<file path="src/sv/sstt_pkg.sv">
// ----------------------------------------------------------------------------
// sstt_pkg: shared types and constants of the sparse triplet table
// Request and result transfer types, status codes, register map.
// ----------------------------------------------------------------------------
`default_nettype none

package sstt_pkg;

  // Field widths
  localparam int unsigned IDX_W = 16;
  localparam int unsigned VAL_W = 32;
  localparam int unsigned CNT_W = 8;

  // Limit registers after reset
  localparam logic [IDX_W-1:0] ROW_LIMIT_RST = 16'd100;
  localparam logic [IDX_W-1:0] COL_LIMIT_RST = 16'd100;

  // Register map (byte address bit 2 selects the register)
  localparam logic REG_ROW_LIMIT = 1'b0;
  localparam logic REG_COL_LIMIT = 1'b1;

  // Request kinds
  localparam logic REQ_SET = 1'b0;
  localparam logic REQ_GET = 1'b1;

  // Result status codes
  typedef logic [1:0] status_t;
  localparam status_t ST_OK       = 2'd0;
  localparam status_t ST_RANGE    = 2'd1;
  localparam status_t ST_NOTFOUND = 2'd2;
  localparam status_t ST_FULL     = 2'd3;

  // Input transfer
  typedef struct packed {
    logic                     req_type;
    logic [IDX_W-1:0]         row_index;
    logic [IDX_W-1:0]         col_index;
    logic signed [VAL_W-1:0]  write_value;
  } req_t;

  // Result transfer
  typedef struct packed {
    status_t                  status;
    logic signed [VAL_W-1:0]  read_value;
    logic [CNT_W-1:0]         entry_count;
  } rsp_t;

  // Classified request held in the queue
  typedef struct packed {
    req_t req;
    logic oor;   // coordinate zero or outside the configured size
  } qent_t;

  // Queue handshake from front to queue
  typedef struct packed {
    logic  push;
    qent_t ent;
  } qpush_t;

  // Queue head towards the back end
  typedef struct packed {
    logic  valid;
    qent_t ent;
  } qhead_t;

  // Back-end state machine
  typedef enum logic [2:0] {
    S_IDLE,
    S_SCAN,
    S_DECIDE,
    S_SHIFT,
    S_DRAIN,
    S_INSERT,
    S_DONE
  } bstate_t;

endpackage : sstt_pkg

`default_nettype wire

</file>
<file path="src/sv/sstt_queue.sv">
// ----------------------------------------------------------------------------
// sstt_queue: two-entry request queue
// Decouples request intake from the table engine.
// ----------------------------------------------------------------------------
`default_nettype none

module sstt_queue (
  input  wire               clk,
  input  wire               rst,
  input  sstt_pkg::qpush_t  qpush,
  output logic              full,
  input  wire               pop,
  output sstt_pkg::qhead_t  head
);

  sstt_pkg::qent_t slots [2];
  logic            wp;
  logic            rp;
  logic [1:0]      fill;
  logic            do_pop;

  assign full   = (fill == 2'd2);
  assign do_pop = pop & (fill != 2'd0);

  // payload storage
  always_ff @(posedge clk) begin
    if (qpush.push) begin
      slots[wp] <= qpush.ent;
    end
  end

  // pointers and fill level
  always_ff @(posedge clk) begin
    if (rst) begin
      wp   <= 1'b0;
      rp   <= 1'b0;
      fill <= 2'd0;
    end else begin
      if (qpush.push) begin
        wp <= ~wp;
      end
      if (do_pop) begin
        rp <= ~rp;
      end
      case ({qpush.push, do_pop})
        2'b10:   fill <= fill + 2'd1;
        2'b01:   fill <= fill - 2'd1;
        default: fill <= fill;
      endcase
    end
  end

  always_comb begin
    head.valid = (fill != 2'd0);
    head.ent   = slots[rp];
  end

endmodule : sstt_queue

`default_nettype wire

</file>
<file path="config.mk">
export PLATFORM = sky130hd
export DESIGN_NAME = sstt_queue
export DESIGN_NICKNAME = d
export VERILOG_FILES = /design/src/sv/sstt_pkg.sv /design/src/sv/sstt_queue.sv
export SDC_FILE = /design/constraint.sdc
export NUM_CORES = 1
export LEC_CHECK = 0
export BUFFER_PORTS_ARGS = -buffer_cell sky130_fd_sc_hd__buf_4
export CAP_MARGIN = 5
export CORE_ASPECT_RATIO = 1.5
export CORE_UTILIZATION = 30
export DETAILED_ROUTE_END_ITERATION = 10
export RECOVER_POWER = 50
export SLEW_MARGIN = 25
export SYNTH_ARGS = -nofsm -noshare
export SYNTH_HDL_FRONTEND = slang
export SYNTH_SLANG_ARGS = --single-unit
</file>
<file path="constraint.sdc">
create_clock -name clk -period 9.2 [get_ports clk]
set_input_delay 0.92 -clock clk [delete_from_list [all_inputs] [get_ports clk]]
set_output_delay 0.92 -clock clk [all_outputs]
set_load 0.01 [all_outputs]
</file>
==> metrics.txt, run 1 <==
Final #Nets=450; RR Endpoint=slots[1][32]; Setup crit start kind=primary input; PD cells=266 nW/µm²; PostCTS Resize Cnt=0; number of placed instances, taps included=566; pin count of the biggest net entering global routing=67; Slew @ Worst Pin=4.62 ns; Antenna Nets Post-Route=0; setup violators final=0; Syn Inst Count=228; Final Hold Fails=0; hold path cells=2; syn avg cell area=21.8 µm²; Worst Hold Launch=rp; failing checks=capacitance limit, slew limit; iteration count of the initial detailed-routing pass=4; Die ar.=17100 µm²; commonest non-fill, non-tap cells in the layout=edfxtp_1, buf_4, mux2_2, clkbuf_4, clkbuf_1; H-tree depth=4; Max Cap Viol=1; Final Cycle Share=49.4%; fmax=220 MHz; worst path cell trace=clkbuf_1, and2_0; LEAKAGE=2.44 nW; io pins=138; Critical Path AT=4.43 ns; Starting Density=30.7%; post-synth net total=299; Crit path max-delay family=simple AND/OR/NAND/NOR gates; mapped cell area=4970 µm²; R2R depth=1; Placer Congestion=0.647; fillers=1496; design area=6750 µm²; RSZ-0062 raised after global routing=false; layout cells sized above 1=55.4%; Setup Fix Bufs, Post-CTS=0; CTS clock-pin slew for the worst setup and hold paths=0.05 ns; Final TNS setup=0 ns; Port Buf Inserts=137; Inserted Clock Buffers=17; post-synthesis sequential area ratio=81.8%; via/cell ratio=4.34; # DRC=0; number of DRC markers in iteration 0=67; Post-DP Area=6230 µm²; Worst R2R Setup Slack=4.89 ns; clock root cell=clkbuf_16; Data required, critical path=9.09 ns; Critical-path top delay cell=and2_0; worst reg2reg startpoint=wp; worst rel slew slack=-208%; vias in the first global route=2963; core outline area=16200 µm²; YS warnings=0; Chip Height=160 µm; clk sink count=137; maximum clock path buffer count=2; total global-route track usage=11.8%; Crit. path cell count=2; n_diodes=0; kind of critical path=in -> reg; clk_skew=0.00846 ns; Vias=2594; Rows=57; CP max FO=66; WHS=0.522 ns; Hold Crit Class=reg -> reg; Routed WL per cell=16.0 µm; Finished Core Util=41.7%; commonest non-fill, non-tap cell in the layout=edfxtp_1; crit-path max cell delay=3.30 ns; crit end category=flip-flop; Detailed Route WL=9.55 mm; antenna violations before repair=0; synthesized flop and latch total=137; post-DP HPWL=5.97 mm; status=complete, but fails checks; end of the worst hold path=rp; grt ovf=0; Post-Layout Cell Count=598; VDD IR max=0.126 mV; Unique masters post-synth=17; CTS tree=built; cts-stage hold buffer count=0; clk_lat worst skew=0.40 ns; first-pass GRT wire length=14.8 mm; Worst Path Buf+Inv=1; Final Max Tran Viols=67; Die W=107 µm; fin crit period=4.54 ns; Area Growth Syn to Fin=35.8%
how the worst max path moves through the flow:
stage | from | end
5_1_grt | qpush[66] | slots[1][21]
6_report | qpush[66] | slots[1][32]
2_1_floorplan | qpush[66] | slots[0][0]
4_1_cts | flip-flop | head[32]
3_3_place_gp | flip-flop | head[32]
3_5_place_dp | flip-flop | head[32]
power breakdown:
| part | switching [W] | internal (W) | leakage [nW] | total (W) |
|---|---|---|---|---|
| Clock | 0.000246 | 0.000425 | 0.285 | 0.000672 |
| Sequential | 0.0000236 | 0.000736 | 1.28 | 0.000759 |
| Combinational | 0.000160 | 0.000203 | 0.879 | 0.000363 |
state kept, by name, summed over array words and instances (netlist names), named ones only:
| signal | flops |
|---|---|
| fill | 2 |
| rp | 1 |
| slots | 132 |
| wp | 1 |
stage by stage:
step | power (W) | setup slack [ns]
6_report | 0.00179 | 4.66
3_5_place_dp | 0.00115 | 6.40
4_1_cts | 0.00183 | 5.96
3_3_place_gp | 0.00114 | 6.44
5_1_grt | 0.00188 | 4.23
2_1_floorplan | 0.000978 | 4.96
cells by family after synthesis:
group	after synthesis	share of synthesized area [%]
AOI/OAI and AO/OA	3	0.353
xor gates and xnor gates	4	0.705
adders and majority gates	1	0.252
buffers and inverters	8	0.982
DFF	137	81.8
muxes	66	15.0
and+or+nand+nor	9	0.932
per-layer routing:
metal / track usage [%] / routed length, µm
met5: 0 / 0
met1: 11.8 / 3520
met2: 21.9 / 5400
met4: 4.86 / 119
met3: 3.93 / 517
area by class of cell:
type,count,area (µm²),share of cell area [%]
Clock inverter,12,151,2.24
Inverter,1,3.75,0.0556
Tap cell,206,258,3.82
Timing Repair Buffer,139,968,14.4
Multi-Input combinational cell,83,862,12.8
Sequential cell,137,4070,60.3
Clock buffer,20,437,6.47
cell usage after synthesis:
library cell | count | share of area (%)
inv_1 | 1 | 0.075
xnor2_1 | 3 | 0.53
mux2_2 | 66 | 15
and2b_2 | 1 | 0.18
buf_4 | 4 | 0.60
edfxtp_1 | 132 | 80
o21ai_0 | 1 | 0.10
ha_1 | 1 | 0.25
xor2_1 | 1 | 0.18
or2_2 | 1 | 0.13
o21a_1 | 1 | 0.15
nor2_1 | 5 | 0.38
dfxtp_1 | 5 | 2.0
buf_2 | 3 | 0.30
a21oi_1 | 1 | 0.10
or3_1 | 1 | 0.13
and2_1 | 1 | 0.13
(Power assumes the default switching activity.)
==> inputs of run 2 (changes only) <==
Clock period 9.2 ns to 4.55 ns, I/O delays scaled along.
==> run 2 against run 1 <==
  * Critical path depth did not move
  * Clock skew shrank 0.0024 ns
  * Flip-flop and latch count did not move
  * Count of clock-buffer cells in the layout down 3
  * Hold slack worse by 0.28 ns
  * The run still ends with capacitance limit, slew limit left
  * Worst setup slack got worse by 3.3 ns
  * Design area is 0.58% lower
  * Critical endpoint is now slots[0][55]
  * Core utilization is 0.24 points lower
  * Power rose by 98%
  * Die area is the same
  * Register-to-register slack lost 3.5 ns
  * Largest power group unchanged
  * Global-route usage is 0.33 points lower
  * Largest cell class unchanged
==> metrics.txt, run 2 (same netlist as run 1, synthesis figures left out) <==
status=complete, but fails checks; failing checks=capacitance limit, slew limit; number of DRC markers in iteration 0=71 (+6.0%); cts-stage hold buffer count=0 (unchanged); post-DP HPWL=6.17 mm (+3.3%); pin count of the biggest net entering global routing=67 (unchanged); clk_lat worst skew=0.40 ns (about the same); routed length on met1=3.34 mm (-5.1%); Die ar.=17100 µm² (unchanged); core outline area=16200 µm² (unchanged); Setup Fix Bufs, Post-CTS=0 (unchanged); Area Growth Syn to Fin=35.0%; PD cells=529 nW/µm² (+99%); metal2 WL=5.51 mm (+2.1%); pre-CTS setup slack=2.03 ns (-4.37 ns); Routed WL per cell=15.9 µm (-0.52%); CTS clock-pin slew for the worst setup and hold paths=0.06 ns (about the same); Setup crit start kind=flip-flop; RSZ-0062 raised after global routing=false; Hold Crit Class=in -> reg; antenna violations before repair=0 (unchanged); worst path cell trace=nor2_1, buf_4; number of flip-flops in the largest register=132 (unchanged); worst rel slew slack=-110% (+98 points); iteration count of the initial detailed-routing pass=4 (unchanged); CTS tree=built; Worst R2R Setup Slack=1.38 ns (-3.51 ns); vias in the first global route=2831 (-4.5%); VDD IR max=0.237 mV (+88%); Antenna Nets Post-Route=0 (unchanged); number of placed instances, taps included=566 (unchanged); commonest non-fill, non-tap cells in the layout=edfxtp_1, buf_4, mux2_2, clkbuf_4, clkbuf_1; Starting Density=30.7% (unchanged); kind of critical path=reg -> reg; Crit path max-delay family=simple AND/OR/NAND/NOR gates; Placer Congestion=0.662 (+2.4%); grt ovf=0 (unchanged); crit-path max cell delay=1.74 ns (-1.56 ns); Post-Layout Cell Count=596 (-0.33%); maximum clock path buffer count=2 (unchanged); top flop regs=slots (132), fill (2); crit end category=flip-flop; Port Buf Inserts=137 (unchanged); Rows=57 (unchanged); via/cell ratio=4.30 (-0.98%); Die W=107 µm (unchanged); Inserted Clock Buffers=17 (unchanged); total global-route track usage=11.5% (-0.33 points); Worst Path Buf+Inv=1 (unchanged); clock root cell=clkbuf_16; setup violators final=0 (unchanged); Slew @ Worst Pin=3.14 ns (-1.48 ns); first-pass GRT wire length=14.5 mm (-2.5%); Final Cycle Share=69.6%; Chip Height=160 µm (unchanged); fin crit period=3.17 ns; Final Hold Fails=0 (unchanged); Vias=2560 (-1.3%); LEAKAGE=2.42 nW (-0.82%); largest reg by FF count=slots; Max Cap Viol=2 (+1); fmax=316 MHz; # DRC=0 (unchanged); Critical-path top delay cell=nor2_1; H-tree depth=4 (unchanged); clk_skew=0.00609 ns (-0.00237 ns); commonest non-fill, non-tap cell in the layout=edfxtp_1; PostCTS Resize Cnt=0 (unchanged); Critical Path AT=3.20 ns (-1.23 ns); setup ws final=1.38 ns (-3.28 ns); clk sink count=137 (unchanged); routed length on met3=504 µm (-2.5%); top sig layer=met4; Final Max Tran Viols=95 (+42%); Final TNS setup=0 ns (unchanged); n_diodes=0 (unchanged); Final #Nets=450 (unchanged); Detailed Route WL=9.47 mm (-0.85%); Data required, critical path=4.58 ns (-4.51 ns); CP max FO=40 (-39%); layout cells sized above 1=55.1% (-0.23 points); fillers=1514 (+1.2%); io pins=138 (unchanged)
==> run 2: final timing paths <==
path                            from            to  cells after the start
worst max register to register    wp  slots[0][55]                      2
worst max-delay path              wp  slots[0][55]                      2
worst min register to register    rp            rp                      2
worst min-delay path             rst     flip-flop                      2
==> run 2: area by class of cell <==
class / count / area (µm²) / area share [%]
Clock buffer: 17 / 425 / 6.34
Clock inverter: 13 / 133 / 1.98
Multi-Input combinational cell: 83 / 855 / 12.7
Inverter: 1 / 3.75 / 0.0560
Sequential cell: 137 / 4070 / 60.7
Timing Repair Buffer: 139 / 965 / 14.4
Tap cell: 206 / 258 / 3.84
==> run 2: metal layers <==
| layer | up-vias | GRT usage, % |
|---|---|---|
| met5 | - | 0 |
| met4 | 0 | 4.67 |
| met3 | 9 | 3.72 |
| met2 | 74 | 22.3 |
| met1 | 1277 | 10.6 |
| li1 | 1200 | - |
==> run 2: report_power, final <==
part	internal, W	switching (W)	leakage (nW)
clock	0.000796	0.000497	0.269
sequential	0.00149	0.0000826	1.28
combinational	0.000404	0.000282	0.875
==> run 2: per-stage QoR <==
stage	total power [W]	hold slack (ns)	area [µm²]	util, %
detailed placement	0.00232	0.503	6230	38.5
finish	0.00355	0.245	6710	41.4
CTS	0.00362	0.217	6790	42.0
floorplan	0.00198	0.470	4970	-
global route	0.00371	0.235	6710	41.4
global placement	0.00230	0.488	6230	38.5
==> inputs of run 3 (changes only) <==
Clock period 4.55 ns to 3 ns, I/O delays scaled along.
==> run 3 against run 2 <==
  * The flow now finishes without violations
  * Register-to-register slack lost 0.24 ns
  * Clock skew is essentially flat
  * Die area is the same
  * Combinational power grew 47%
  * Sequential power grew 54%
  * Hold slack lost 0.16 ns
  * Design area grew 0.47%
  * Flip-flop and latch count is the same
  * Cell count grew 0.34%
  * Largest power group unchanged
  * Highest routed layer unchanged
==> metrics.txt, run 3 (same netlist as run 1, synthesis figures left out) <==
H-tree depth=4 (unchanged); Data required, critical path=2.70 ns (-1.88 ns); Setup Fix Bufs, Post-CTS=0 (unchanged); Chip Height=160 µm (unchanged); worst rel slew slack=10.3% (+120 points); Hold Crit Class=in -> reg; Inserted Clock Buffers=17 (unchanged); Crit path max-delay family=flip-flops; Routed WL per cell=15.6 µm (-1.9%); Worst Hold Launch=rst; via/cell ratio=4.31 (+0.33%); pin count of the biggest net entering global routing=67 (unchanged); Worst Path Buf+Inv=1 (unchanged); clk_skew=0.00649 ns (+0.000404 ns); PostCTS Resize Cnt=0 (unchanged); Vias=2577 (+0.66%); Critical-path top delay cell=dfxtp_4; clock root cell=clkbuf_16; n_diodes=0 (unchanged); clk sink count=137 (unchanged); vias in the first global route=2884 (+1.9%); Final TNS setup=0 ns (unchanged); Post-Layout Cell Count=598 (+0.34%); fin crit period=2.25 ns; FF/Latch Area=4070 µm² (unchanged); io pins=138 (unchanged); Port Buf Inserts=137 (unchanged); commonest non-fill, non-tap cells in the layout=edfxtp_1, buf_4, mux2_2, clkbuf_4, clkbuf_1; RR Endpoint=slots[0][56]; R2R depth=2 (unchanged); CTS tree=built; Final Cycle Share=75.1%; # DRC=0 (unchanged); Die ar.=17100 µm² (unchanged); Area Growth Syn to Fin=35.6%; CP max FO=66 (+65%); Final #Nets=450 (unchanged); total global-route track usage=11.8% (+0.30 points); Final Max Tran Viols=0 (-100%); grt ovf=0 (unchanged); worst reg2reg startpoint=wp; Detailed Route WL=9.32 mm (-1.6%); Antenna Nets Post-Route=0 (unchanged); number of placed instances, taps included=566 (unchanged); design area=6740 µm² (+0.47%); fillers=1484 (-2.0%); kind of critical path=reg -> out; worst path cell trace=mux2_2, buf_4; Placer Congestion=0.657 (-0.82%); core outline area=16200 µm² (unchanged); Rows=57 (unchanged); clk_lat worst skew=0.41 ns (about the same); largest reg by FF count=slots; layout cells sized above 1=56.1% (+0.99 points); crit-path max cell delay=0.95 ns (-0.79 ns); multi-input logic area=865 µm² (+1.2%); iteration count of the initial detailed-routing pass=3 (-1); status=complete, no violations; setup violators final=0 (unchanged); first-pass GRT wire length=14.8 mm (+2.2%); hold path cells=2 (unchanged); fmax=444 MHz; top flop regs=slots (132), fill (2); PD cells=809 nW/µm² (+53%); number of DRC markers in iteration 0=64 (-9.9%); Max Cap Viol=0 (-2); LEAKAGE=2.44 nW (+0.47%); RSZ-0062 raised after global routing=false; number of flip-flops in the largest register=132 (unchanged); maximum clock path buffer count=2 (unchanged); Setup crit start kind=flip-flop; Final Hold Fails=0 (unchanged); Starting Density=30.7% (unchanged); Critical Path AT=1.95 ns (-1.25 ns); antenna violations before repair=0 (unchanged); CTS clock-pin slew for the worst setup and hold paths=0.06 ns (about the same); crit end category=primary output; VDD IR max=0.437 mV (+84%); post-DP HPWL=5.88 mm (-4.7%); Die W=107 µm (unchanged); Worst R2R Setup Slack=1.14 ns (-0.24 ns); commonest non-fill, non-tap cell in the layout=edfxtp_1; cts-stage hold buffer count=0 (unchanged); Slew @ Worst Pin=1.34 ns (-1.80 ns); Post-DP Area=6240 µm² (about the same)
## run 3: cell types whose count changed in the layout (fill, tap and decap cells not counted)
cell,before,now
inv_6,0,4
clkinv_1,2,0
clkinv_4,4,2
and2_1,1,0
and2_4,0,1
clkbuf_1,21,22
clkbuf_2,0,1
clkinv_2,3,2
clkinvlp_4,2,3
nor2_1,5,4
nor2_4,0,1
## run 3: worst max-delay path by stage
| stage | from | endpoint | cells past startpoint |
|---|---|---|---|
| after floorplan | wp | slots[0][0] | 1 |
| after global placement | flip-flop | head[55] | 2 |
| after detailed placement | flip-flop | head[55] | 2 |
| after CTS | flip-flop | head[55] | 2 |
| after global routing | flip-flop | head[60] | 2 |
| final | flip-flop | head[55] | 2 |
## run 3: cell type report
type	instances	share of cell area, %
Inverter	1	0.0557
Tap cell	206	3.83
Clock inverter	13	2.15
Sequential cell	137	60.4
Clock buffer	19	6.43
Multi-Input combinational cell	83	12.8
Timing Repair Buffer	139	14.3
## run 3: where the power goes
group	internal [W]	switching, W	leakage, nW
Combinational	0.000622	0.000390	0.881
Sequential	0.00225	0.000168	1.28
Clock	0.00123	0.000786	0.275
## run 3: metal layers
layer,global-route usage [%],wire [µm],up-vias,part of all wire [%]
met4,5.98,147,0,1.6
met5,0,0,-,0
met2,21.1,5230,77,56
met1,12.4,3520,1277,38
li1,-,-,1212,-
met3,3.19,425,11,4.6
## run 3: per-stage QoR
stage	util [%]	setup WS (ns)	total power, W	hold slack [ns]
after floorplan	-	0.518	0.00300	0.369
after global placement	38.5	1.12	0.00350	0.484
after detailed placement	38.5	1.11	0.00351	0.488
after CTS	42.1	0.655	0.00557	0.0511
after global routing	41.6	0.600	0.00571	0.0648
final	41.6	0.746	0.00545	0.0809
## run 3: worst reg2reg max path, delay by kind of cell, from the launching register on
kind,cells,cell delay [ns]
flops,1,0.35
buf+inv,1,0.98
simple gates,1,0.12
