`src/sv/sstt_pkg.sv`:
```
// ----------------------------------------------------------------------------
// sstt_pkg: shared types and constants of the sparse triplet table
// Request and result transfer types, status codes, register map.
// ----------------------------------------------------------------------------
`default_nettype none

package sstt_pkg;

  // Field widths
  localparam int unsigned IDX_W = 16;
  localparam int unsigned VAL_W = 32;
  localparam int unsigned CNT_W = 8;

  // Limit registers after reset
  localparam logic [IDX_W-1:0] ROW_LIMIT_RST = 16'd100;
  localparam logic [IDX_W-1:0] COL_LIMIT_RST = 16'd100;

  // Register map (byte address bit 2 selects the register)
  localparam logic REG_ROW_LIMIT = 1'b0;
  localparam logic REG_COL_LIMIT = 1'b1;

  // Request kinds
  localparam logic REQ_SET = 1'b0;
  localparam logic REQ_GET = 1'b1;

  // Result status codes
  typedef logic [1:0] status_t;
  localparam status_t ST_OK       = 2'd0;
  localparam status_t ST_RANGE    = 2'd1;
  localparam status_t ST_NOTFOUND = 2'd2;
  localparam status_t ST_FULL     = 2'd3;

  // Input transfer
  typedef struct packed {
    logic                     req_type;
    logic [IDX_W-1:0]         row_index;
    logic [IDX_W-1:0]         col_index;
    logic signed [VAL_W-1:0]  write_value;
  } req_t;

  // Result transfer
  typedef struct packed {
    status_t                  status;
    logic signed [VAL_W-1:0]  read_value;
    logic [CNT_W-1:0]         entry_count;
  } rsp_t;

  // Classified request held in the queue
  typedef struct packed {
    req_t req;
    logic oor;   // coordinate zero or outside the configured size
  } qent_t;

  // Queue handshake from front to queue
  typedef struct packed {
    logic  push;
    qent_t ent;
  } qpush_t;

  // Queue head towards the back end
  typedef struct packed {
    logic  valid;
    qent_t ent;
  } qhead_t;

  // Back-end state machine
  typedef enum logic [2:0] {
    S_IDLE,
    S_SCAN,
    S_DECIDE,
    S_SHIFT,
    S_DRAIN,
    S_INSERT,
    S_DONE
  } bstate_t;

endpackage : sstt_pkg

`default_nettype wire

```
`src/sv/sstt_front.sv`:
```
// ----------------------------------------------------------------------------
// sstt_front: request intake and classification
// Holds the limit registers behind the APB port and flags requests whose
// coordinates are zero or fall outside the configured matrix size.
// ----------------------------------------------------------------------------
`default_nettype none

module sstt_front (
  input  wire                  clk,
  input  wire                  rst,
  // APB-style configuration port
  input  wire                  psel,
  input  wire                  penable,
  input  wire                  pwrite,
  input  wire  [2:0]           paddr,
  input  wire  [31:0]          pwdata,
  output logic [31:0]          prdata,
  output logic                 pready,
  // request channel
  input  wire                  in_valid,
  output logic                 in_stall,
  input  sstt_pkg::req_t       in_data,
  // towards the queue
  input  wire                  q_full,
  output sstt_pkg::qpush_t     qpush
);

  logic [sstt_pkg::IDX_W-1:0] row_limit;
  logic [sstt_pkg::IDX_W-1:0] col_limit;
  logic                       wr_en;

  assign pready = 1'b1;
  assign wr_en  = psel & penable & pwrite;

  // limit registers
  always_ff @(posedge clk) begin
    if (rst) begin
      row_limit <= sstt_pkg::ROW_LIMIT_RST;
      col_limit <= sstt_pkg::COL_LIMIT_RST;
    end else if (wr_en) begin
      if (paddr[2] == sstt_pkg::REG_ROW_LIMIT) begin
        row_limit <= pwdata[sstt_pkg::IDX_W-1:0];
      end else begin
        col_limit <= pwdata[sstt_pkg::IDX_W-1:0];
      end
    end
  end

  // read-back
  always_comb begin
    if (paddr[2] == sstt_pkg::REG_ROW_LIMIT) begin
      prdata = {16'd0, row_limit};
    end else begin
      prdata = {16'd0, col_limit};
    end
  end

  // accept while the queue has room; classify on the way in
  assign in_stall = q_full;

  always_comb begin
    qpush.push    = in_valid & ~q_full;
    qpush.ent.req = in_data;
    qpush.ent.oor = (in_data.row_index == '0) || (in_data.row_index > row_limit) ||
                    (in_data.col_index == '0) || (in_data.col_index > col_limit);
  end

endmodule : sstt_front

`default_nettype wire

```
`config.mk`:
```
export PLATFORM = sky130hd
export DESIGN_NAME = sstt_front
export DESIGN_NICKNAME = d
export VERILOG_FILES = /design/src/sv/sstt_pkg.sv /design/src/sv/sstt_front.sv
export SDC_FILE = /design/constraint.sdc
export NUM_CORES = 1
export LEC_CHECK = 0
export BUFFER_PORTS_ARGS = -buffer_cell sky130_fd_sc_hd__buf_2
export CORE_ASPECT_RATIO = 0.6
export CORE_MARGIN = 2
export CORE_UTILIZATION = 44
export DETAILED_ROUTE_END_ITERATION = 7
export HOLD_SLACK_MARGIN = 0.05
export PLACE_DENSITY_LB_ADDON = 0.12
export SETUP_SLACK_MARGIN = 0.4
export SYNTH_ARGS = -nofsm -noshare
export SYNTH_HDL_FRONTEND = slang
export SYNTH_SLANG_ARGS = --single-unit
```
`constraint.sdc`:
```
create_clock -name clk -period 5.84 [get_ports clk]
set_input_delay 0.584 -clock clk [delete_from_list [all_inputs] [get_ports clk]]
set_output_delay 0.584 -clock clk [all_outputs]
set_load 0.02 [all_outputs]
```
==> impl_metrics.csv, run 1 <==
group,metric,value,unit
power,p_clk_share,32.0,%
detailed_routing,via_per_inst,4.784,
detailed_routing,drtPass1Iterations,4,
final_layout,multiInputGateArea,1411,sq um
sta,layout_setup_ws,2933,ps
clock_network,path_clk_slew,60,ps
worst_hold_path,hold_depth,2,
sta,drv_slew,0,
synth,synth_seq_cells,32,
global_route,grt_usage,20.15,%
power,p_int,0.3679,mW
global_route,grt_pass1_wl,10810,microns
detailed_routing,drt_iter0_markers,147,
power,p_seq_share,42.5,%
clock_network,cts_root_buf,"clkbuf_8",
place,detailedPlacementHpwl,5755,microns
clock_network,cts_setup_buffers,0,
setup_path,arrival,2320,ps
synth,synth_area_leaders,"dfxtp_1, buf_4, ha_1",
clock_network,cts.sinks,32,
sta,worst_pin_slew,808.9,ps
detailed_routing,drt_wl_total,7058,microns
synth,yosysTopAreaCell,"dfxtp_1",
sta,fin_skew,0,ps
power,p_switching,0.1669,mW
sta,setup_viol,0,
clock_network,cts_tree,"yes",
place,place_ws,2957,ps
detailed_routing,routed-via-count,2387,
detailed_routing,wire_per_inst,14.14,microns
sta,holdWs,456.1,ps
setup_path,setup.worst_path.start_class,"flip-flop",
global_route,grt_max_degree,35,
final_layout,antennaDiodeCount,0,
sta,finalHoldViolCount,0,
synth,async_flop_share,0,%
power,p_comb_share,25.6,%
die,dieArea,7018,sq um
die,initial_core_util,45.68,%
power,pwr_density_cell,184.1,nW/um^2
setup_path,crit_fanout,3,
clock_network,clock_latency,270,ps
synth,netlist_area,2791,sq um
synth,postSynthAreaPerCell,7.346,sq um
global_route,antenna_found_initial,0,
synth,synthCells,380,
power,peakVddDrop,0.0001259,V
setup_path,critPathRequiredTime,5260,ps
clock_network,cts.htree.levels,2,
sta,min_period_over_period,49.78,%
sta,maxSlewHeadroom,46.02,%
synth,yosysWarnings,0,
job,drv_cap,0,
final_layout,seq_area,640.6,sq um
die,die_w,106.8,microns
die,num_rows,22,
setup_path,cp-end-kind,"primary output",
worst_hold_path,hold_path_class,"reg -> reg",
synth,synth_top_area_share,22.95,%
sta,rsz0062_at_grt,"false",
place,place.port_buffers,106,
final_layout,fin_nets,553,
clock_network,numCtsBuffers,5,
detailed_routing,remaining_drc_errors,0,
status,outcome,"completed",
clock_network,clock_path_buffers,2,
die,pin_count,208,
power,p_leak,1.339,nW
die,core,6111,sq um
clock_network,holdBufCountCts,0,
setup_path,worst_r2r_path_depth,3,
synth,synth_edf_count,0,
final_layout,layout-area-overhead-vs-synth,4.079,%
global_route,grt_pass1_vias,2122,
synth,synth_ff_type,"dfxtp_1",
global_route,overflow,0,
sta,fmax,344.0,MHz
power,netSwitchingFraction,31.20,%
sta,min_period,2907,ps
synth,ys_types,30,
detailed_routing,drtAntennaViolNets,0,
place,gp_congestion,0.8143,
sta,setup_tns,0,ps
final_layout,nFillCells,637,
final_layout,drive_gt1_share,28.67,%
synth,yosysSeqAreaShare,22.95,%
clock_network,cts_resized,0,
setup_path,criticalPathCategory,"reg -> out",
die,die_h,65.70,microns
## critical path, cell delays in order, from the launching register on
cell and delay, ps:
dfxtp_1 410, inv_1 70, ha_1 320, a211oi_2 230
a211oi_1 100, or3_1 370, a221oi_2 270, o221ai_2 120
buf_2 170
## cell families (layout without fill, tap and decap cells)
group	count (synthesis)	after routing	synth area share (%)
compound gates	69	69	15.02
fa+ha+maj	32	32	14.34
buf+inv	128	148	28.51
flops	32	32	22.95
mux	1	1	0.4034
other cells	2	17	0.2690
simple gates	116	116	18.51
## registers in the layout, indices dropped and copies added, names as in the netlist
name,count
row_limit,16
col_limit,16
## final timing paths
kind | slack [ps] | to | from
worst max-delay path | 2930 | qpush[0] | col_limit[10]
worst min-delay path | 460 | row_limit[8] | row_limit[8]
worst max register to register | 4940 | col_limit[5] | col_limit[5]
worst min register to register | 460 | row_limit[8] | row_limit[8]
## final cells by class
cell class	count	share of cell area (%)
inverters	34	4.393
well taps	84	3.618
multi-input cells	235	48.58
clock buffers	8	3.101
flip-flops and latches	32	22.05
repair buffers	106	18.26
## Yosys cell counts (2+ instances only)
master and instances:
nand3_1 5, ha_1 32, nor2b_1 3, o21ai_0 18
nor4_1 9, clkbuf_1 8, o211ai_1 2, inv_1 34
a211o_1 6, a21oi_1 34, nor2_2 2, buf_4 83
a211oi_1 3, nand4_1 10, nor2_1 11, buf_2 3
conb_1 2, dfxtp_1 32, nand2_1 72
## through the flow
stage	total power, mW	instances	cell area (sq um)	utilization (%)
floorplan	0.3706	395	2848	-
CTS	0.5394	499	2905	47.54
finish	0.5348	499	2905	47.54
detailed placement	0.3681	491	2815	46.07
global placement	0.3655	491	2815	46.07
global route	0.5670	499	2905	47.54
## layer usage
| layer | routed length [microns] | global-route usage, % | vias up |
|---|---|---|---|
| met5 | 0 | 0 | - |
| met4 | 2 | 5.357 | 0 |
| met3 | 542 | 4.067 | 2 |
| met2 | 2757 | 27.63 | 101 |
| met1 | 3755 | 31.20 | 1047 |
| li1 | - | - | 1237 |
## cells in the final DEF, fill, tap and decap left out
master	n
buf_2	106
nand2_1	72
a211oi_2	1
o21ai_0	18
a221o_1	1
a211oi_1	3
nor3_1	1
nand2b_1	1
nor2_1	11
a2111oi_0	1
o221ai_2	1
nor2_2	2
clkbuf_8	6
inv_1	34
a21oi_1	34
clkbuf_1	2
nor4_1	9
a21boi_0	1
or3_1	1
nand4_1	10
ha_1	32
mux2_2	1
nand3_1	5
o211ai_1	2
conb_1	17
a211o_1	6
a221oi_2	1
dfxtp_1	32
nor2b_1	3
nand4_2	1
## power groups by stage
stage               registers, mW  logic [mW]  clock network, mW
global placement            0.232       0.134                  0
detailed placement          0.232       0.136                  0
CTS                         0.227       0.137              0.176
floorplan                   0.230       0.140                  0
finish                      0.227       0.137              0.171
global route                0.228       0.152              0.187
No activity file was read; power rests on OpenSTA's default activity.
==> run 2, diff against run 1 <==
--- a/config.mk
+++ b/config.mk
@@ -5,10 +5,11 @@
 export SDC_FILE = /design/constraint.sdc
 export NUM_CORES = 1
 export LEC_CHECK = 0
+export ABC_AREA = 1
 export BUFFER_PORTS_ARGS = -buffer_cell sky130_fd_sc_hd__buf_2
 export CORE_ASPECT_RATIO = 0.6
 export CORE_MARGIN = 2
-export CORE_UTILIZATION = 44
+export CORE_UTILIZATION = 41
 export DETAILED_ROUTE_END_ITERATION = 7
 export HOLD_SLACK_MARGIN = 0.05
 export PLACE_DENSITY_LB_ADDON = 0.12
==> constraint.sdc (replaced) <==
create_clock -name clk -period 2.7 [get_ports clk]
set_input_delay 0.27 -clock clk [delete_from_list [all_inputs] [get_ports clk]]
set_output_delay 0.27 -clock clk [all_outputs]
set_load 0.02 [all_outputs]
==> run 2 against run 1 <==
Clock skew unchanged. Power increased to 2.5 times the previous value. Clock power grew to 3.1 times the previous value. Hold slack worse by 210 ps. Largest cell class unchanged. Register-to-register slack got worse by 2900 ps. Highest routed layer unchanged. Critical path depth grew 5. Final cell count is 3.4% higher. First-iteration DRC count is 35% lower. Critical endpoint unchanged. Core utilization fell by 3.0 points. Non-clock buffer count increased by 1. Via count up 0.54%.
==> impl_metrics.csv, run 2 <==
group,metric,value,unit
status,outcome,"completed",
clock_network,cts.sinks,32,
final_layout,final_util,44.57,%
clock_network,clock_path_buffers,2,
sta,setup_tns,0,ps
power,p_clk_share,38.9,%
place,postPlaceCellArea,2806,sq um
sta,rsz0062_at_grt,"false",
synth,synth_top_area_share,23.06,%
die,die_w,110.3,microns
final_layout,final_common_cell,"buf_2",
setup_path,cp-end-kind,"primary output",
synth,yosysWarnings,0,
synth,yosysMostFrequentCell,"buf_4",
synth,synth_area_leaders,"dfxtp_1, buf_4, ha_1",
place,gp_congestion,0.8116,
power,p_int,0.9396,mW
synth,synth_edf_count,0,
synth,synthCells,392,
clock_network,path_clk_slew,50,ps
setup_path,critPathRequiredTime,2430,ps
place,place.port_buffers,106,
die,num_rows,23,
detailed_routing,routed-via-count,2400,
final_layout,fin_cells,516,
power,pwr_density_cell,458.7,nW/um^2
synth,netlist_top_cells_count,"buf_4, nand2_1, a21oi_1",
final_layout,stdcell_area,2950,sq um
place,dp_cells,509,
global_route,grt_pass1_wl,10030,microns
synth,synth_seq_cells,32,
global_route,grt_usage,17.81,%
detailed_routing,via_per_inst,4.651,
synth,synth_ff_type,"dfxtp_1",
power,p_comb_share,24.4,%
clock_network,numCtsBuffers,5,
global_route,grt_max_degree,27,
sta,fmax,490.6,MHz
setup_path,setup.worst_path.start_class,"flip-flop",
worst_hold_path,hold_path_class,"in -> reg",
place,detailedPlacementHpwl,5395,microns
global_route,antenna_found_initial,0,
detailed_routing,drtAntennaViolNets,0,
clock_network,cts_root_buf,"clkbuf_16",
power,p_switching,0.4136,mW
sta,worst_pin_slew,662.8,ps
sta,finalHoldViolCount,0,
global_route,overflow,0,
detailed_routing,drtPass1Iterations,4,
power,p_leak,1.500,nW
sta,fin_skew,0,ps
sta,maxSlewHeadroom,55.77,%
synth,yosysSeqAreaShare,23.06,%
sta,layout_setup_ws,661.9,ps
place,place_ws,895.7,ps
power,peakVddDrop,0.0001980,V
die,core,6619,sq um
power,p_total,1.353,mW
setup_path,arrival,1770,ps
final_layout,drive_gt1_share,27.97,%
clock_network,cts.htree.levels,2,
final_layout,layout-area-overhead-vs-synth,6.216,%
final_layout,largest_registers,"col_limit: 16 flops, row_limit: 16 flops",
synth,async_flop_share,0,%
final_layout,antennaDiodeCount,0,
synth,ys_types,22,
sta,min_period,2038,ps
detailed_routing,remaining_drc_errors,0,
die,pin_count,208,
job,drv_cap,0,
synth,yosysTopAreaCell,"dfxtp_1",
final_layout,most-common-layout-cells,"buf_2, nand2_1, a21oi_1",
global_route,grt_pass1_vias,2077,
clock_network,cts_setup_buffers,0,
clock_network,holdBufCountCts,0,
clock_network,cts_resized,0,
power,p_seq_share,36.7,%
die,die_h,67.76,microns
sta,drv_slew,0,
detailed_routing,wire_per_inst,12.56,microns
clock_network,clock_latency,270,ps
sta,min_period_over_period,75.49,%
final_layout,fin_nets,568,
die,initial_core_util,41.97,%
die,dieArea,7471,sq um
setup_path,crit_fanout,2,
synth,netlist_area,2778,sq um
synth,postSynthAreaPerCell,7.086,sq um
sta,holdWs,242.1,ps
detailed_routing,drt_wl_total,6483,microns
clock_network,cts_tree,"yes",
setup_path,criticalPathCategory,"reg -> out",
sta,setup_viol,0,
detailed_routing,drt_iter0_markers,95,
power,netSwitchingFraction,30.56,%
-- run 2: changes by cell type in the layout (fill, tap and decap cells not counted), moves of 7 or more --
cell	before	now
o21ai_1	0	7
a21oi_1	34	44
inv_1	34	43
o21ai_0	18	43
nor2_1	11	20
nand2_1	72	52
-- run 2: layout make-up --
cell class / instances / area (sq um)
clock buffer: 6 / 128.9
timing repair buffer: 107 / 538.0
clock inverter: 1 / 5.005
sequential: 32 / 640.6
inverter: 45 / 168.9
tap: 87 / 108.9
fill: 718 / 3669
multi-input combinational: 238 / 1360
-- run 2: final timing paths --
path                startpoint           end  slack, ps  depth (start not counted)
hold reg to reg   row_limit[1]  row_limit[1]        480                          2
setup / recovery  col_limit[3]      qpush[0]        660                         13
hold / removal       pwdata[2]  row_limit[2]        240                          3
setup reg to reg  row_limit[0]  row_limit[0]       2050                          2
-- run 2: logic make-up (layout without fill, tap and decap cells) --
family / Yosys count / count (layout) / share of synthesized area [%]
other cells: 2 / 17 / 0.2704
simple gates: 93 / 93 / 14.41
flops: 32 / 32 / 23.06
compound gates: 96 / 96 / 17.48
fa+ha+maj: 32 / 32 / 14.41
buf+inv: 137 / 159 / 30.36
-- run 2: routing by layer --
| layer | up-vias | wire length [microns] | track usage (%) |
|---|---|---|---|
| met5 | - | 0 | 0 |
| met4 | 0 | 78 | 5.469 |
| met3 | 10 | 515 | 2.510 |
| met2 | 105 | 2449 | 25.00 |
| met1 | 1029 | 3440 | 27.50 |
| li1 | 1256 | - | - |
-- run 2: power groups by stage --
stage,Combinational [mW],Clock [mW],Sequential [mW]
3_3_place_gp,0.324,0,0.506
2_1_floorplan,0.329,0,0.504
3_5_place_dp,0.330,0,0.506
5_1_grt,0.380,0.558,0.499
4_1_cts,0.331,0.531,0.497
6_report,0.330,0.526,0.497
-- run 2: worst max-delay path, cell delays in order, from the launching register on --
cell and delay (ps):
dfxtp_1 330, inv_1 80, ha_1 300, nand2_1 100, inv_1 40, nand2_1 50, nand2_1 40, nand2_1 50
nand2_1 50, nand2_1 50, nand2_1 60, nand2_2 90, nand3_1 90, buf_2 170
==> run 3, diff against run 2 <==
--- a/config.mk
+++ b/config.mk
@@ -9,7 +9,7 @@
 export BUFFER_PORTS_ARGS = -buffer_cell sky130_fd_sc_hd__buf_2
 export CORE_ASPECT_RATIO = 0.6
 export CORE_MARGIN = 2
-export CORE_UTILIZATION = 41
+export CORE_UTILIZATION = 37
 export DETAILED_ROUTE_END_ITERATION = 7
 export HOLD_SLACK_MARGIN = 0.05
 export PLACE_DENSITY_LB_ADDON = 0.12
==> constraint.sdc (replaced) <==
create_clock -name clk -period 1.7 [get_ports clk]
set_input_delay 0.17 -clock clk [delete_from_list [all_inputs] [get_ports clk]]
set_output_delay 0.17 -clock clk [all_outputs]
set_load 0.02 [all_outputs]
==> run 3 against run 2 <==
Hold slack got worse by 98 ps. Core utilization decreased by 0.95 points. Critical path type unchanged. The flow now finishes with violations (negative setup slack). Routed wire length grew 0.79%. First-iteration DRC count up 47%. Worst setup slack worse by 840 ps. Final area up 7.5%. Sequential share of layout area is 1.2 points lower. Final cell count increased by 4.5%. Critical path depth fell by 5. Combinational power rose by 71%.
==> impl_metrics.csv, run 3 (synthesis results as in run 2) <==
group,metric,value,unit
sta,holdWs,143.9,ps
final_layout,final_common_cell,"buf_2",
detailed_routing,drtAntennaViolNets,0,
sta,setup_viol,1,
final_layout,most-common-layout-cells,"buf_2, nand2_1, a21oi_1",
sta,min_period_over_period,110.2,%
global_route,grt_pass1_wl,10080,microns
status,outcome,"finished, violations left",
place,detailedPlacementHpwl,5442,microns
worst_hold_path,hold_path_class,"in -> reg",
place,postPlaceCellArea,2945,sq um
detailed_routing,drt_wl_total,6534,microns
final_layout,final_util,43.63,%
global_route,overflow,0,
detailed_routing,routed-via-count,2388,
final_layout,antennaDiodeCount,0,
clock_network,cts.sinks,32,
setup_path,crit_fanout,3,
clock_network,cts.htree.levels,2,
sta,finalHoldViolCount,0,
sta,rsz0062_at_grt,"true",
power,pwr_density_cell,702.7,nW/um^2
die,core,7267,sq um
setup_path,arrival,1700,ps
place,dp_cells,529,
die,num_rows,24,
sta,layout_setup_ws,-173.2,ps
power,peakVddDrop,0.0003419,V
final_layout,multiInputGateArea,1480,sq um
die,dieArea,8239,sq um
sta,worst_pin_slew,553.8,ps
detailed_routing,drt_iter0_markers,140,
setup_path,cp-end-kind,"primary output",
setup_path,setup.worst_path.start_class,"flip-flop",
setup_path,worst_r2r_path_depth,2,
status,violations,"negative setup slack",
final_layout,largest_registers,"col_limit: 16 flops, row_limit: 16 flops",
sta,fmax,533.8,MHz
sta,maxSlewHeadroom,63.04,%
detailed_routing,drtPass1Iterations,4,
clock_network,path_clk_slew,50,ps
job,drv_cap,0,
die,die_h,71.12,microns
global_route,grt_usage,15.96,%
detailed_routing,via_per_inst,4.430,
final_layout,fin_cells,539,
sta,fin_skew,0,ps
setup_path,critPathRequiredTime,1530,ps
detailed_routing,remaining_drc_errors,0,
detailed_routing,wire_per_inst,12.12,microns
final_layout,fin_nets,573,
clock_network,cts_tree,"yes",
global_route,grt_max_degree,29,
sta,drv_slew,0,
setup_path,criticalPathCategory,"reg -> out",
clock_network,holdBufCountCts,0,
clock_network,clock_path_buffers,2,
final_layout,seq_area,650.6,sq um
final_layout,layout-area-overhead-vs-synth,14.14,%
global_route,antenna_found_initial,0,
die,pin_count,208,
die,initial_core_util,38.22,%
place,place.port_buffers,106,
final_layout,stdcell_area,3171,sq um
clock_network,cts_root_buf,"clkbuf_16",
final_layout,nFillCells,801,
power,p_leak,1.551,nW
sta,min_period,1873,ps
place,gp_congestion,0.8031,
die,die_w,115.9,microns
worst_hold_path,hold_depth,3,
clock_network,numCtsBuffers,5,
global_route,grt_pass1_vias,2009,
place,place_ws,23.82,ps
clock_network,clock_latency,270,ps
final_layout,drive_gt1_share,35.40,%
-- run 3: cell count changes in the layout (fill, tap and decap cells not counted), moves of 2 or more --
cell / before / now
dfxtp_2: 0 / 8
a21oi_1: 44 / 42
a21oi_2: 0 / 2
inv_1: 43 / 35
dfxtp_1: 32 / 24
inv_2: 2 / 10
o21ai_1: 7 / 9
o21ai_0: 43 / 41
buf_4: 1 / 5
ha_1: 32 / 24
ha_4: 0 / 8
-- run 3: per-stage QoR --
| stage | power, mW | TNS (ps) |
|---|---|---|
| finish | 2.228 | -173.2 |
| global route | 2.360 | -291.0 |
| CTS | 2.235 | -198.2 |
| detailed placement | 1.351 | 0 |
| global placement | 1.343 | 0 |
| floorplan | 1.336 | 0 |
-- run 3: power breakdown --
| group | switching (mW) | internal (mW) | leakage, nW |
|---|---|---|---|
| clock network | 0.290 | 0.582 | 0.0712 |
| registers | 0.0113 | 0.780 | 0.263 |
| logic | 0.355 | 0.209 | 1.22 |
| total | 0.657 | 1.57 | 1.55 |
-- run 3: repair_timing --
action,CTS,global route
pin swaps,6,7
gates cloned,0,0
setup buffers,1,1
setup endpoints to repair,1,1
resized for setup,10,9
-- run 3: worst paths after layout --
kind                  from      endpoint  slack (ps)
max          col_limit[11]      qpush[0]        -170
min              pwdata[2]  col_limit[2]         140
max reg2reg   row_limit[0]  row_limit[0]        1050
min reg2reg   col_limit[8]  col_limit[8]         460
-- run 3: layout make-up --
type,instances,area share [%]
inverter,45,5.328
timing repair buffer,112,18.75
multi-input combinational,238,46.69
clock buffer,8,4.617
sequential,32,20.52
tap,104,4.104
-- run 3: critical path, stage by stage, from the launching register on --
cell and delay [ps]:
dfxtp_2 330, inv_2 50, ha_4 260, nand4_1 110, nor3_2 240, nand3_1 110, nand2_2 110, nand3_2 70
buf_6 130
-- run 3: routing by layer --
metal / GRT usage (%) / up-vias / part of all wire (%)
li1: - / 1270 / -
met1: 25.67 / 1015 / 56
met2: 20.14 / 98 / 37
met3: 4.027 / 5 / 7.0
met4: 4.762 / 0 / 0.84
met5: 0 / - / 0
